**src/rtl/ohf_pkg.sv**
```systemverilog
`default_nettype none
package ohf_pkg;

  localparam int VALUE_BITS_DEF = 64;
  localparam int MAX_FIELD_DEF  = 60;

  localparam int NUM_W   = 64;
  localparam int WIDTH_W = 6;
  localparam int PREC_W  = 7;
  localparam int CHAR_W  = 8;
  localparam int LEN_W   = 6;

  // Sequencer states; the output phases are in emission order.
  localparam int ST_W = 4;
  localparam logic [ST_W-1:0] S_IDLE = 4'd0;
  localparam logic [ST_W-1:0] S_NORM = 4'd1;
  localparam logic [ST_W-1:0] S_CALC = 4'd2;
  localparam logic [ST_W-1:0] S_PLAN = 4'd3;
  localparam logic [ST_W-1:0] S_LPAD = 4'd4;
  localparam logic [ST_W-1:0] S_PFX0 = 4'd5;
  localparam logic [ST_W-1:0] S_PFXX = 4'd6;
  localparam logic [ST_W-1:0] S_ZPAD = 4'd7;
  localparam logic [ST_W-1:0] S_PREC = 4'd8;
  localparam logic [ST_W-1:0] S_DIG  = 4'd9;
  localparam logic [ST_W-1:0] S_RPAD = 4'd10;

  localparam int PH_FIRST = 4;
  localparam int PH_LAST  = 10;

  localparam logic [CHAR_W-1:0] CH_SPACE = 8'h20;
  localparam logic [CHAR_W-1:0] CH_ZERO  = 8'h30;
  localparam logic [CHAR_W-1:0] CH_X_UP  = 8'h58;
  localparam logic [CHAR_W-1:0] CH_X_LO  = 8'h78;
  localparam logic [CHAR_W-1:0] CH_A_UP  = 8'h41;
  localparam logic [CHAR_W-1:0] CH_A_LO  = 8'h61;
  localparam logic [3:0]        DEC_BASE = 4'd10;

  typedef struct packed {
    logic            load;
    logic            norm;
    logic            calc;
    logic            cnt_load;
    logic [ST_W-1:0] load_sel;
    logic            cnt_dec;
    logic            emit;
    logic [ST_W-1:0] phase;
    logic            shift;
    logic            last;
  } cmd_t;

  typedef struct packed {
    logic                      top_zero;
    logic                      nd_one;
    logic                      cnt_one;
    logic                      emit_ok;
    logic [PH_LAST:PH_FIRST]   on;
  } sts_t;

endpackage
`default_nettype wire

```
**src/rtl/ohf_ctrl.sv**
```systemverilog
`default_nettype none
module ohf_ctrl (
  input  logic          clk,
  input  logic          rst,
  input  logic          in_valid,
  output logic          in_ready,
  input  ohf_pkg::sts_t sts,
  output ohf_pkg::cmd_t cmd
);
  import ohf_pkg::*;

  logic [ST_W-1:0] state;
  logic [ST_W-1:0] state_next;
  logic [ST_W-1:0] follow;

  // first phase after st that has characters to send, else idle
  function automatic logic [ST_W-1:0] first_on(input logic [ST_W-1:0] st,
                                               input logic [PH_LAST:PH_FIRST] on);
    logic [ST_W-1:0] res;
    logic            found;
    res   = S_IDLE;
    found = 1'b0;
    for (int k = PH_FIRST; k <= PH_LAST; k++) begin
      if (!found && (ST_W'(k) > st) && on[k]) begin
        res   = ST_W'(k);
        found = 1'b1;
      end
    end
    return res;
  endfunction

  assign in_ready = (state == S_IDLE);
  assign follow   = first_on(state, sts.on);

  always_comb begin
    cmd        = '0;
    cmd.phase  = state;
    state_next = state;
    unique case (state) inside
      S_IDLE: begin
        if (in_valid) begin
          cmd.load   = 1'b1;
          state_next = S_NORM;
        end
      end
      S_NORM: begin
        // drop leading zero digits, keep at least one
        if (sts.top_zero && !sts.nd_one) begin
          cmd.norm = 1'b1;
        end else begin
          state_next = S_CALC;
        end
      end
      S_CALC: begin
        cmd.calc   = 1'b1;
        state_next = S_PLAN;
      end
      S_PLAN: begin
        cmd.cnt_load = 1'b1;
        cmd.load_sel = follow;
        state_next   = follow;
      end
      S_LPAD, S_PFX0, S_PFXX, S_ZPAD, S_PREC, S_DIG, S_RPAD: begin
        if (sts.emit_ok) begin
          cmd.emit  = 1'b1;
          cmd.shift = (state == S_DIG);
          if (sts.cnt_one) begin
            cmd.last     = (follow == S_IDLE);
            cmd.cnt_load = (follow != S_IDLE);
            cmd.load_sel = follow;
            state_next   = follow;
          end else begin
            cmd.cnt_dec = 1'b1;
          end
        end
      end
      default: state_next = S_IDLE;
    endcase
  end

  always_ff @(posedge clk) begin
    if (rst) begin
      state <= S_IDLE;
    end else begin
      state <= state_next;
    end
  end

endmodule
`default_nettype wire

```
**src/rtl/ohf_datapath.sv**
```systemverilog
`default_nettype none
module ohf_datapath #(
  parameter int VALUE_BITS = ohf_pkg::VALUE_BITS_DEF,
  parameter int MAX_FIELD  = ohf_pkg::MAX_FIELD_DEF
) (
  input  logic                          clk,
  input  logic                          rst,
  input  ohf_pkg::cmd_t                 cmd,
  output ohf_pkg::sts_t                 sts,
  input  logic                          opcode,
  input  logic [ohf_pkg::NUM_W-1:0]     number,
  input  logic                          upper_case,
  input  logic [ohf_pkg::WIDTH_W-1:0]   field_width,
  input  logic signed [ohf_pkg::PREC_W-1:0] min_digits,
  input  logic                          alt_form,
  input  logic                          left_justify,
  input  logic                          zero_fill,
  output logic                          out_valid,
  input  logic                          out_ready,
  output logic [ohf_pkg::CHAR_W-1:0]    out_char,
  output logic                          last_char,
  output logic [ohf_pkg::LEN_W-1:0]     field_length
);
  import ohf_pkg::*;

  localparam int ND_O = (VALUE_BITS + 2) / 3;
  localparam int ND_H = (VALUE_BITS + 3) / 4;
  localparam int SHW  = (ND_O * 3 > ND_H * 4) ? ND_O * 3 : ND_H * 4;
  localparam int NDW  = $clog2(ND_O + 1);

  logic [SHW-1:0]     sh;
  logic [NDW-1:0]     nd;
  logic               hex;
  logic               upper;
  logic               alt;
  logic               left;
  logic               zfill;
  logic               nz;
  logic               given;
  logic [WIDTH_W-1:0] width;
  logic [WIDTH_W-1:0] prec;
  logic [1:0]         pfx;
  logic [LEN_W-1:0]   len;
  logic [LEN_W-1:0]   lpad_cnt;
  logic [LEN_W-1:0]   zpad_cnt;
  logic [LEN_W-1:0]   prec_cnt;
  logic [LEN_W-1:0]   rpad_cnt;
  logic [LEN_W-1:0]   cnt;

  logic [3:0]         top;
  logic [LEN_W-1:0]   nd6;
  logic [LEN_W-1:0]   prec_e;
  logic [LEN_W-1:0]   body;
  logic [1:0]         pfx_c;
  logic [LEN_W-1:0]   total;
  logic [LEN_W-1:0]   pad;
  logic               zpad;
  logic [LEN_W-1:0]   cnt_src;
  logic [CHAR_W-1:0]  dig_char;
  logic [CHAR_W-1:0]  ch;

  assign top = hex ? sh[ND_H*4-1 -: 4] : {1'b0, sh[ND_O*3-1 -: 3]};

  // field layout arithmetic, all on six-bit values
  always_comb begin
    nd6    = LEN_W'(nd);
    prec_e = given ? prec : '0;
    body   = (prec_e > nd6) ? prec_e : nd6;
    if (alt && nz) begin
      if (hex) begin
        pfx_c = 2'd2;
      end else begin
        pfx_c = (!given || (prec <= nd6)) ? 2'd1 : 2'd0;
      end
    end else begin
      pfx_c = 2'd0;
    end
    total = body + LEN_W'(pfx_c);
    pad   = (width > total) ? width - total : '0;
    zpad  = zfill && !left && !given;
  end

  always_comb begin
    unique case (cmd.load_sel) inside
      S_LPAD:         cnt_src = lpad_cnt;
      S_PFX0, S_PFXX: cnt_src = LEN_W'(1);
      S_ZPAD:         cnt_src = zpad_cnt;
      S_PREC:         cnt_src = prec_cnt;
      S_DIG:          cnt_src = nd6;
      S_RPAD:         cnt_src = rpad_cnt;
      default:        cnt_src = '0;
    endcase
  end

  always_comb begin
    if (top < DEC_BASE) begin
      dig_char = CH_ZERO + CHAR_W'(top);
    end else begin
      dig_char = (upper ? CH_A_UP : CH_A_LO) + CHAR_W'(top - DEC_BASE);
    end
    unique case (cmd.phase) inside
      S_LPAD, S_RPAD:         ch = CH_SPACE;
      S_PFX0, S_ZPAD, S_PREC: ch = CH_ZERO;
      S_PFXX:                 ch = upper ? CH_X_UP : CH_X_LO;
      S_DIG:                  ch = dig_char;
      default:                ch = CH_SPACE;
    endcase
  end

  always_comb begin
    sts.top_zero = (top == 4'd0);
    sts.nd_one   = (nd == NDW'(1));
    sts.cnt_one  = (cnt == LEN_W'(1));
    sts.emit_ok  = !out_valid || out_ready;
    sts.on       = {rpad_cnt != '0, 1'b1, prec_cnt != '0, zpad_cnt != '0,
                    pfx == 2'd2, pfx != 2'd0, lpad_cnt != '0};
  end

  always_ff @(posedge clk) begin
    if (cmd.load) begin
      sh    <= SHW'(number[VALUE_BITS-1:0]);
      nd    <= opcode ? NDW'(ND_H) : NDW'(ND_O);
      nz    <= |number[VALUE_BITS-1:0];
      hex   <= opcode;
      upper <= upper_case;
      alt   <= alt_form;
      left  <= left_justify;
      zfill <= zero_fill;
      width <= (field_width > WIDTH_W'(MAX_FIELD)) ? WIDTH_W'(MAX_FIELD) : field_width;
      given <= !min_digits[PREC_W-1];
      prec  <= (min_digits[WIDTH_W-1:0] > WIDTH_W'(MAX_FIELD)) ?
               WIDTH_W'(MAX_FIELD) : min_digits[WIDTH_W-1:0];
    end else if (cmd.norm || cmd.shift) begin
      sh <= hex ? (sh << 4) : (sh << 3);
      if (cmd.norm) begin
        nd <= nd - NDW'(1);
      end
    end
    if (cmd.calc) begin
      pfx      <= pfx_c;
      len      <= (width > total) ? width : total;
      lpad_cnt <= (!left && !zpad) ? pad : '0;
      zpad_cnt <= zpad ? pad : '0;
      rpad_cnt <= left ? pad : '0;
      prec_cnt <= (prec_e > nd6) ? prec_e - nd6 : '0;
    end
    if (cmd.cnt_load) begin
      cnt <= cnt_src;
    end else if (cmd.cnt_dec) begin
      cnt <= cnt - LEN_W'(1);
    end
  end

  // output register: hold the character until taken
  always_ff @(posedge clk) begin
    if (rst) begin
      out_valid <= 1'b0;
    end else if (cmd.emit) begin
      out_valid <= 1'b1;
    end else if (out_ready) begin
      out_valid <= 1'b0;
    end
  end

  always_ff @(posedge clk) begin
    if (cmd.emit) begin
      out_char     <= ch;
      last_char    <= cmd.last;
      field_length <= cmd.last ? len : '0;
    end
  end

endmodule
`default_nettype wire

```
**src/rtl/octal_hex_field_formatter_unit.sv**
```systemverilog
`default_nettype none
// channel  handshake            payload
// -------  -------------------  ----------------------------------------------
// in       in_valid / in_ready  opcode number upper_case field_width min_digits
//                               alt_form left_justify zero_fill
// out      out_valid/out_ready  out_char last_char field_length
//
// One item takes an accept step, a leading-zero digit scan over up to D digit
// slots (D = 22 octal or 16 hex digit slots at 64 bits), the layout states
// S_CALC and S_PLAN, then one character per cycle while out_ready allows
// (1 to 62 characters per item).
// The digit scan loop and the character sequencer set how long an item takes.
// A low out_ready holds the sequencer; the next item is taken as soon as the
// last character sits in the output register.
// rst is synchronous and clears the sequencer and the output valid flag.
module octal_hex_field_formatter_unit #(
  parameter int VALUE_BITS = ohf_pkg::VALUE_BITS_DEF,
  parameter int MAX_FIELD  = ohf_pkg::MAX_FIELD_DEF
) (
  input  logic                              clk,
  input  logic                              rst,
  input  logic                              in_valid,
  output logic                              in_ready,
  input  logic                              opcode,
  input  logic [ohf_pkg::NUM_W-1:0]         number,
  input  logic                              upper_case,
  input  logic [ohf_pkg::WIDTH_W-1:0]       field_width,
  input  logic signed [ohf_pkg::PREC_W-1:0] min_digits,
  input  logic                              alt_form,
  input  logic                              left_justify,
  input  logic                              zero_fill,
  output logic                              out_valid,
  input  logic                              out_ready,
  output logic [ohf_pkg::CHAR_W-1:0]        out_char,
  output logic                              last_char,
  output logic [ohf_pkg::LEN_W-1:0]         field_length
);
  import ohf_pkg::*;

  cmd_t cmd;
  sts_t sts;

  ohf_ctrl u_ctrl (
    .clk      (clk),
    .rst      (rst),
    .in_valid (in_valid),
    .in_ready (in_ready),
    .sts      (sts),
    .cmd      (cmd)
  );

  ohf_datapath #(
    .VALUE_BITS (VALUE_BITS),
    .MAX_FIELD  (MAX_FIELD)
  ) u_dp (
    .clk          (clk),
    .rst          (rst),
    .cmd          (cmd),
    .sts          (sts),
    .opcode       (opcode),
    .number       (number),
    .upper_case   (upper_case),
    .field_width  (field_width),
    .min_digits   (min_digits),
    .alt_form     (alt_form),
    .left_justify (left_justify),
    .zero_fill    (zero_fill),
    .out_valid    (out_valid),
    .out_ready    (out_ready),
    .out_char     (out_char),
    .last_char    (last_char),
    .field_length (field_length)
  );

endmodule
`default_nettype wire

```
**config.mk**
```make
export PLATFORM = sky130hd
export DESIGN_NAME = octal_hex_field_formatter_unit
export DESIGN_NICKNAME = d
export VERILOG_FILES = /design/src/rtl/ohf_pkg.sv /design/src/rtl/ohf_ctrl.sv /design/src/rtl/ohf_datapath.sv /design/src/rtl/octal_hex_field_formatter_unit.sv
export SDC_FILE = /design/constraint.sdc
export NUM_CORES = 1
export LEC_CHECK = 0
export ABC_AREA = 1
export BUFFER_PORTS_ARGS = -buffer_cell sky130_fd_sc_hd__buf_4
export CORE_MARGIN = 1
export CORE_UTILIZATION = 61
export DETAILED_ROUTE_END_ITERATION = 8
export PLACE_DENSITY = 0.86
export SLEW_MARGIN = 0
export SYNTH_ARGS = -nofsm -noshare
export SYNTH_HDL_FRONTEND = slang
export SYNTH_HIERARCHICAL = 1
export SYNTH_SLANG_ARGS = --single-unit
```
**constraint.sdc**
```tcl
create_clock -name clk -period 8.21 [get_ports clk]
set_input_delay 0.821 -clock clk [delete_from_list [all_inputs] [get_ports clk]]
set_output_delay 0.821 -clock clk [all_outputs]
set_load 0.05 [all_outputs]
```
==> impl_metrics.csv, run 1 <==
group,metric,value,unit
floorplanning,placeable_area,13800,um^2
critical_path,r2r_end,"u_dp/zpad_cnt[5]$_SDFFCE_PN0P_",
timing,max_freq,215,MHz
critical_path,critical_path_peak_fanout,6,
power,cellLeakagePower,0.00429,uW
final_layout,diodes_inserted,0,
floorplanning,die-area,14600,um^2
detailed_routing,postRouteAntennaNets,0,
synth,synthXorXnorAreaFrac,0.713,%
global_routing,first_global_vias,6791,
placement,dp_hpwl,13700,um
synth,ys_types,49,
hold_path,holdCritPathClass,"register to register",
detailed_routing,drt_pre_antenna_iters,6,
synth,synth-seq-cells,148,
clock_tree,tritoncts.num_buffers,17,
synth,syn-num-nets,1117,
timing,setup_viol,0,
clock_tree,ctsHtreeMaxLevel,4,
final_layout,drive_gt1_share,16.8,%
floorplanning,floorplan.rows,43,
critical_path,path_class,"register to register",
detailed_routing,detail_route.vias_per_cell,5.67,
floorplanning,initial_utilization,62.2,%
power,power.density_cell_area,387,nW/um^2
timing,fin_worst_hold_slack,495,ps
timing,finalWorstSetupSlack,3560,ps
synth,synth_area,8600,um^2
critical_path,crit_required,8470,ps
clock_tree,clkSlewWorstSetupHoldPaths,60,ps
critical_path,r2r_start,"u_dp/nd[2]$_DFFE_PP_",
hold_path,worst_hold_startpoint,"u_dp/sh[64]$_SDFFE_PP0P_",
critical_path,reg2reg_setup_slack,3560,ps
clock_tree,tritoncts,"yes",
synth,synth_enable_flop_cells,141,
hold_path,min_delay_path_depth,2,
critical_path,cp_slowest_stage_delay,970,ps
detailed_routing,dr.first_iter.drc_count,746,
synth,syn_area_per_cell,8.57,um^2
critical_path,critical-path-top-cell-by-count,"nand2_1",
hold_path,worst_hold_path.endpoint,"u_dp/sh[64]$_SDFFE_PP0P_",
clock_tree,postCtsSetupRepairBufs,0,
run,max_cap_viol_count,0,
synth,synth_warnings,6,
placement,port-buffer-count,102,
final_layout,finalNetCount,1203,
clock_tree,cts-root-to-sink-buffers,2,
synth,synth-simple-area-share,24.3,%
synth,postSynth.asyncResetShare,0,%
timing,finalHoldViolations,0,
timing,worst_slew_pin_slew,1130,ps
timing,unrepaired_setup_endpoints_after_global_routing,"false",
critical_path,cpMaxStageDelayCell,"a2111oi_0",
clock_tree,post_cts_hold_buffer_count,0,
detailed_routing,detail_route.wl_per_cell,14.9,um
global_routing,grt.overflow.total,0,
global_routing,largest_net_degree_at_the_start_of_global_routing,93,
synth,synthAdderAreaFrac,4.19,%
synth,synthCells,1004,
final_layout,area_growth_syn_to_layout,16.4,%
detailed_routing,vias,7263,
synth,synth_flop_cell,"edfxtp_1",
critical_path,cp_cell_sequence,"inv_2 -> ha_1 -> nand2_1 -> nor2_1 -> a211oi_1 -> o21ai_0 -> a2111oi_0 -> ha_1 -> inv_1 -> fa_1 -> ha_1 -> inv_1 -> o21bai_1 -> nand2_1 -> nand2_1 -> nand2_1 -> nand3_1 -> nand2_1 -> nand2_1 -> nand2_1 -> nor3_1",
placement,detailedPlace.worstSlack,3660,ps
detailed_routing,routed_wl,19100,um
floorplanning,floorplan.die.height,121,um
floorplanning,floorplan.io_pins,103,
critical_path,timing.reg2reg.worst_path_depth,21,
timing,time_the_worst_path_needs_with_i_o_delays_and_setup,4650,ps
clock_tree,number_of_sinks_handled_by_clock_tree_synthesis,148,
timing,tns,0,ps
critical_path,startpoint_type,"register",
synth,synth-compound-area-share,12.8,%
status,status,"completed",
global_routing,grt_first_pass_wirelength,31200,um
critical_path,arr_time_crit_path,4910,ps
final_layout,filler_cell_count,1042,
power,power,3870,uW
detailed_routing,route.detailed.drc,0,
timing,max_slew_headroom,22.5,%
synth,yosys-mux-area-fraction,0.116,%
synth,yosysSeqAreaShare,50.8,%
placement,gp_congestion,0.903,
floorplanning,fp.dieW,121,um
synth,synth_top_family_by_area,"simple AND/OR/NAND/NOR gates",
power,vdd.ir_drop.worst,0.000202,V
clock_tree,cts-resized-gates,0,
timing,finalClockSkew,6.82,ps
clock_tree,worstSkewPairLatency,420,ps
timing,report.final.slew_viol_count,0,
critical_path,cp-end-kind,"register",
timing,period_utilization_post_route,56.6,%
clock_tree,cts_root_buffer,"clkbuf_16",
global_routing,initial_antenna_violation_count,0,
global_routing,track_usage,27.7,%
[area by class of cell]
class / instances / area (um^2) / share of cell area [%]
Clock buffer: 23 / 448 / 4.47
Clock inverter: 8 / 80.1 / 0.800
Inverter: 116 / 435 / 4.35
Multi-Input combinational cell: 699 / 3640 / 36.4
Sequential cell: 148 / 4370 / 43.7
Tap cell: 180 / 225 / 2.25
Timing Repair Buffer: 108 / 811 / 8.10
[worst max-delay path, delay by kind of cell (launching register included)]
family | cells | cell delay (ps)
AOI/OAI and AO/OA | 4 | 1410
DFF | 1 | 490
buffers and inverters | 3 | 310
and+or+nand+nor | 10 | 830
adders and majority gates | 4 | 1430
[cells by family after synthesis]
kind of cell               count (synthesis)
and+or+nand+nor                          460
adders and majority gates                 27
other                                      1
DFF                                      148
xor gates and xnor gates                   7
AOI/OAI and AO/OA                        203
muxes                                      1
buffers and inverters                    157
[stage by stage]
stage                     utilization, %  std cells  cell area (um^2)
after floorplan                        -       1004              8600
after global placement              68.6       1251              9490
after detailed placement            68.6       1251              9490
after CTS                           72.4       1282             10000
after global routing                72.4       1282             10000
final                               72.4       1282             10000
[worst max-delay path by stage]
stage / startpoint / slack (ps) / to
5_1_grt: u_dp/nd[2]$_DFFE_PP_ / 3140 / u_dp/zpad_cnt[5]$_SDFFCE_PN0P_
3_5_place_dp: u_dp/nd[2]$_DFFE_PP_ / 3660 / u_dp/len[0]$_DFFE_PP_
3_3_place_gp: u_dp/nd[1]$_DFFE_PP_ / 3730 / u_dp/len[0]$_DFFE_PP_
2_1_floorplan: u_ctrl/state[2]$_SDFFE_PP0P_ / 3500 / u_dp/sh[0]$_SDFFCE_PN0P_
4_1_cts: u_dp/nd[2]$_DFFE_PP_ / 3660 / u_dp/len[0]$_DFFE_PP_
6_report: u_dp/nd[2]$_DFFE_PP_ / 3560 / u_dp/zpad_cnt[5]$_SDFFCE_PN0P_
[registers in the layout, indices dropped and copies added, names as in the netlist, 2 cells and up]
signal / count
u_dp/zpad_cnt: 6
u_dp/width: 6
u_dp/prec_cnt: 6
u_dp/out_char: 8
u_dp/cnt: 6
u_dp/prec: 6
u_dp/sh: 66
u_dp/len: 6
u_dp/field_length: 6
u_dp/nd: 5
u_dp/rpad_cnt: 6
u_dp/lpad_cnt: 6
u_dp/pfx: 2
u_ctrl/state: 4
[cell usage after synthesis, types with 4 or more instances]
cell type    n  area [um^2]
xor2_1       4         35.0
inv_1      109          409
inv_2        7         26.3
nand2_1    208          781
nor2_1     129          484
nand2_2     14         87.6
nor4_1      19          119
o21ai_2      4         35.0
edfxtp_1   141         4230
nor3_1      16         80.1
nand3b_1     4         30.0
dfxtp_1      7          140
a21oi_1    145          726
buf_1        5         18.8
nand3_2      8         80.1
a22oi_1      5         37.5
o21ai_0     28          140
nand3_1     35          175
or2_2        6         37.5
ha_1        24          300
clkbuf_1    33          124
nand4_1      7         43.8
[power by group]
group / total [uW] / internal, uW / switching [uW] / leakage, uW
logic: 1690 / 558 / 1140 / 0.00266
registers: 1470 / 1290 / 184 / 0.00138
clock network: 708 / 415 / 293 / 0.000249
[cells in the final DEF, fill, tap and decap left out, types with 4 or more instances in the layout]
master     count
edfxtp_1     141
buf_4        108
xor2_1         4
nand3b_1       4
nand2_1      207
o21ai_2        4
clkbuf_16     17
nor3_1        15
o21ai_0       28
inv_2          7
dfxtp_1        7
or2_2          6
a21oi_1      145
nand4_1        7
inv_1        108
clkbuf_1       6
nand2_2       15
nor4_1        19
a22oi_1        5
nand3_1       35
ha_1          24
nor2_1       128
nand3_2        8
[metal layers]
metal	GRT usage, %	vias up	wire length, um
met3	5.05	46	1140
li1	-	3576	-
met1	36.5	3351	8270
met5	0	-	0
met4	10.5	0	437
met2	45.7	290	9260
Note: power is estimated with default switching activity, not from simulation.
==> run 2, diff against run 1 <==
Settings changed: ABC_AREA 1 to 0, CORE_UTILIZATION 61 to 59, PLACE_DENSITY 0.86 to 0.83.
Clock period 8.21 ns to 4.5 ns, I/O delays scaled along.
==> run 2 against run 1 <==
Effect of this change:
- the flow now finishes with violations (negative setup slack)
- wire length is 13% higher
- largest power group is now registers
- die area increased by 6.5%
- setup slack got worse by 3700 ps
- utilization rose by 2.7 points
- sequential share of layout area shrank 3.8 points
- total power rose by 19%
- synthesized cell count down 14%
==> impl_metrics.csv, run 2 <==
group,metric,value,unit
status,status,"complete, but fails checks",
status,violations_in_the_final_reports,"negative setup slack",
synth,synth_top_cell_by_area,"edfxtp_1",
critical_path,critical_path_peak_fanout,5,
final_layout,diodes_inserted,0,
critical_path,timing.reg2reg.worst_path_depth,21,
detailed_routing,dr.first_iter.drc_count,822,
synth,syn_area_per_cell,10.3,um^2
power,vdd.ir_drop.worst,0.000332,V
timing,max_slew_headroom,35.2,%
synth,synth-simple-area-share,17.7,%
final_layout,largest_register_ffs,66,
synth,ys_types,82,
final_layout,layout.cells.non_filler,1182,
clock_tree,cts_root_buffer,"clkbuf_16",
final_layout,multiInputGateArea,4500,um^2
final_layout,drive_gt1_share,26.4,%
final_layout,finalNetCount,1099,
global_routing,grt.overflow.total,0,
floorplanning,floorplan.rows,44,
floorplanning,floorplan.die.height,125,um
synth,synthCells,864,
timing,max_freq,213,MHz
global_routing,grt_first_pass_wirelength,33000,um
detailed_routing,detail_route.vias_per_cell,6.10,
timing,time_the_worst_path_needs_with_i_o_delays_and_setup,4690,ps
detailed_routing,vias,7215,
floorplanning,initial_utilization,60.8,%
global_routing,grt_util_met2,42.1,%
run,max_cap_viol_count,0,
final_layout,filler_cell_count,913,
floorplanning,fp.dieW,125,um
floorplanning,placeable_area,14600,um^2
final_layout,final_cell_mix,"buf_4 (150), edfxtp_1 (141), nand2_1 (106)",
hold_path,min_delay_path_depth,1,
hold_path,holdCritPathClass,"primary input to register",
hold_path,worst_hold_path.endpoint,"u_dp/upper$_DFFE_PP_",
placement,port-buffer-count,102,
critical_path,cpMaxStageDelayCell,"fa_2",
synth,yosysSeqAreaShare,49.3,%
timing,worst_slew_pin_slew,972,ps
global_routing,first_global_vias,6744,
floorplanning,floorplan.io_pins,103,
clock_tree,post_cts_hold_buffer_count,0,
placement,dp_hpwl,14900,um
clock_tree,ctsHtreeMaxLevel,4,
critical_path,cp-end-kind,"register",
clock_tree,clkSlewWorstSetupHoldPaths,60,ps
timing,finalClockSkew,6.91,ps
critical_path,critical_path.n_buffers_inverters,4,
detailed_routing,drt_pre_antenna_iters,5,
global_routing,track_usage,27.0,%
synth,yosys-mux-area-fraction,7.94,%
global_routing,initial_antenna_violation_count,0,
synth,synthXorXnorAreaFrac,3.13,%
synth,syn-num-nets,977,
final_layout,largest_registers,"u_dp/sh (66), u_dp/out_char (8)",
synth,yosys-top-cells-area,"edfxtp_1 (48%), mux2i_1 (7.6%), nand2_1 (4.6%), o21ai_0 (4.6%), ha_1 (3.4%)",
synth,synth_flop_cell,"edfxtp_1",
synth,synthMostInstantiatedCell,"edfxtp_1",
global_routing,global_route.peak_usage_layer,"met2",
floorplanning,die-area,15500,um^2
global_routing,largest_net_degree_at_the_start_of_global_routing,79,
detailed_routing,postRouteAntennaNets,0,
synth,synthAdderAreaFrac,4.40,%
clock_tree,number_of_sinks_handled_by_clock_tree_synthesis,148,
detailed_routing,route.detailed.drc,0,
timing,fin_worst_hold_slack,192,ps
global_routing,global_route.usage.met1,36.7,%
clock_tree,worstSkewPairLatency,430,ps
critical_path,startpoint_type,"register",
placement,placed_cells,1131,
placement,gp_congestion,0.919,
synth,synth_top_area_share,47.7,%
timing,report.final.slew_viol_count,0,
synth,synth_top_family_by_area,"simple AND/OR/NAND/NOR gates",
timing,finalHoldViolations,0,
synth,synth-seq-cells,148,
clock_tree,tritoncts.num_buffers,17,
timing,unrepaired_setup_endpoints_after_global_routing,"true",
synth,synth_common_cells,"edfxtp_1 (141), nand2_1 (109), o21ai_0 (81), mux2i_1 (67), nor2_1 (58)",
synth,synth_warnings,6,
critical_path,critical-path-top-cell-by-count,"nand2_1",
critical_path,crit_required,4680,ps
synth,synth_area,8870,um^2
synth,synth_enable_flop_cells,141,
critical_path,crit_family,"adder cells",
final_layout,mostFrequentLayoutCell,"buf_4",
synth,synth-compound-area-share,13.5,%
detailed_routing,detail_route.wl_per_cell,18.2,um
timing,finalWorstSetupSlack,-185,ps
global_routing,global_route.usage.met3,5.24,%
final_layout,top_register,"u_dp/sh",
critical_path,r2r_start,"u_dp/prec[1]$_SDFFCE_PN0P_",
critical_path,r2r_end,"u_dp/len[0]$_DFFE_PP_",
critical_path,arr_time_crit_path,4860,ps
timing,setup_viol,23,
timing,period_utilization_post_route,104,%
final_layout,combined_flip_flop_and_latch_cell_area,4370,um^2
critical_path,reg2reg_setup_slack,-190,ps
timing,tns,-2580,ps
power,cellLeakagePower,0.00423,uW
clock_tree,tritoncts,"yes",
critical_path,path_class,"register to register",
final_layout,area_growth_syn_to_layout,23.5,%
critical_path,cp_cell_sequence,"buf_4 -> nand2_1 -> inv_1 -> ha_1 -> nand2_1 -> o22a_4 -> nor2_4 -> nand2_1 -> o21ai_1 -> ha_2 -> inv_2 -> fa_2 -> inv_2 -> fa_2 -> nand2b_4 -> and3_4 -> o22ai_4 -> o2111ai_4 -> a21oi_4 -> o21ai_2 -> mux2_4",
detailed_routing,routed_wl,21500,um
clock_tree,cts-root-to-sink-buffers,2,
synth,postSynth.asyncResetShare,0,%
critical_path,cp_slowest_stage_delay,540,ps
hold_path,worst_hold_startpoint,"upper_case",
power,power.density_cell_area,422,nW/um^2
-- run 2: cell count changes after synthesis, moves of 13 or more --
cell / previous run / this run
a21oi_1: 145 / 24
and2_1: 0 / 21
inv_1: 109 / 36
mux2i_1: 1 / 67
nand2_1: 208 / 109
nand2_2: 14 / 0
nand3_1: 35 / 10
nor2_1: 129 / 58
nor2b_1: 0 / 13
o21ai_0: 28 / 81
xnor2_1: 3 / 22
-- run 2: cell families (layout without fill, tap and decap cells) --
group | count (synthesis) | in the layout
flops | 148 | 148
xor+xnor | 30 | 30
compound gates | 182 | 182
fa+ha+maj | 30 | 30
other cells | 1 | 1
mux | 70 | 70
buf+inv | 90 | 224
simple gates | 313 | 313
-- run 2: repair_timing --
action | 4_1_cts | 5_1_grt
pin swaps | 7 | 24
gates resized for setup | 8 | 41
setup buffers | 8 | 12
endpoints found under the setup margin | 20 | 24
cloned | 0 | 0
-- run 2: metal layers --
layer | wire, um | vias up | share of wire [%]
met2 | 10200 | 354 | 47
met1 | 8920 | 3379 | 41
met4 | 620 | 0 | 2.9
met3 | 1780 | 53 | 8.3
met5 | 0 | - | 0
li1 | - | 3429 | -
-- run 2: final cells by class --
class,instances,area share [%]
inverters,37,1.27
flip-flops and latches,148,39.9
well taps,184,2.10
repair buffers,156,10.9
clock inverters,12,0.788
multi-input cells,626,41.1
clock buffers,19,3.95
-- run 2: worst max path at each step --
stage,cells after the start,slack (ps),start,to
4_1_cts,22,-10,u_dp/nd[1]$_DFFE_PP_,u_dp/len[0]$_DFFE_PP_
5_1_grt,22,-400,u_dp/prec[1]$_SDFFCE_PN0P_,u_dp/rpad_cnt[1]$_SDFFCE_PN0P_
2_1_floorplan,25,-230,u_dp/given$_DFFE_PP_,u_dp/len[0]$_DFFE_PP_
3_3_place_gp,22,50,u_dp/given$_DFFE_PP_,u_dp/len[0]$_DFFE_PP_
3_5_place_dp,21,-160,u_dp/nd[2]$_DFFE_PP_,u_dp/len[0]$_DFFE_PP_
6_report,21,-190,u_dp/prec[1]$_SDFFCE_PN0P_,u_dp/len[0]$_DFFE_PP_
-- run 2: report_power, final --
part / switching, uW / internal [uW] / total (uW)
registers: 124 / 1770 / 1890
clock network: 549 / 698 / 1250
logic: 836 / 645 / 1480
total: 1510 / 3110 / 4620
-- run 2: per-stage QoR --
step	setup slack, ps	total power, uW	instance area (um^2)	util [%]
after floorplan	-232	2750	9040	-
after global placement	52.9	3100	10000	68.8
after detailed placement	-160	3140	10000	68.8
after CTS	-12.8	4410	10600	73.0
after global routing	-402	4820	11000	75.1
final	-185	4620	11000	75.1
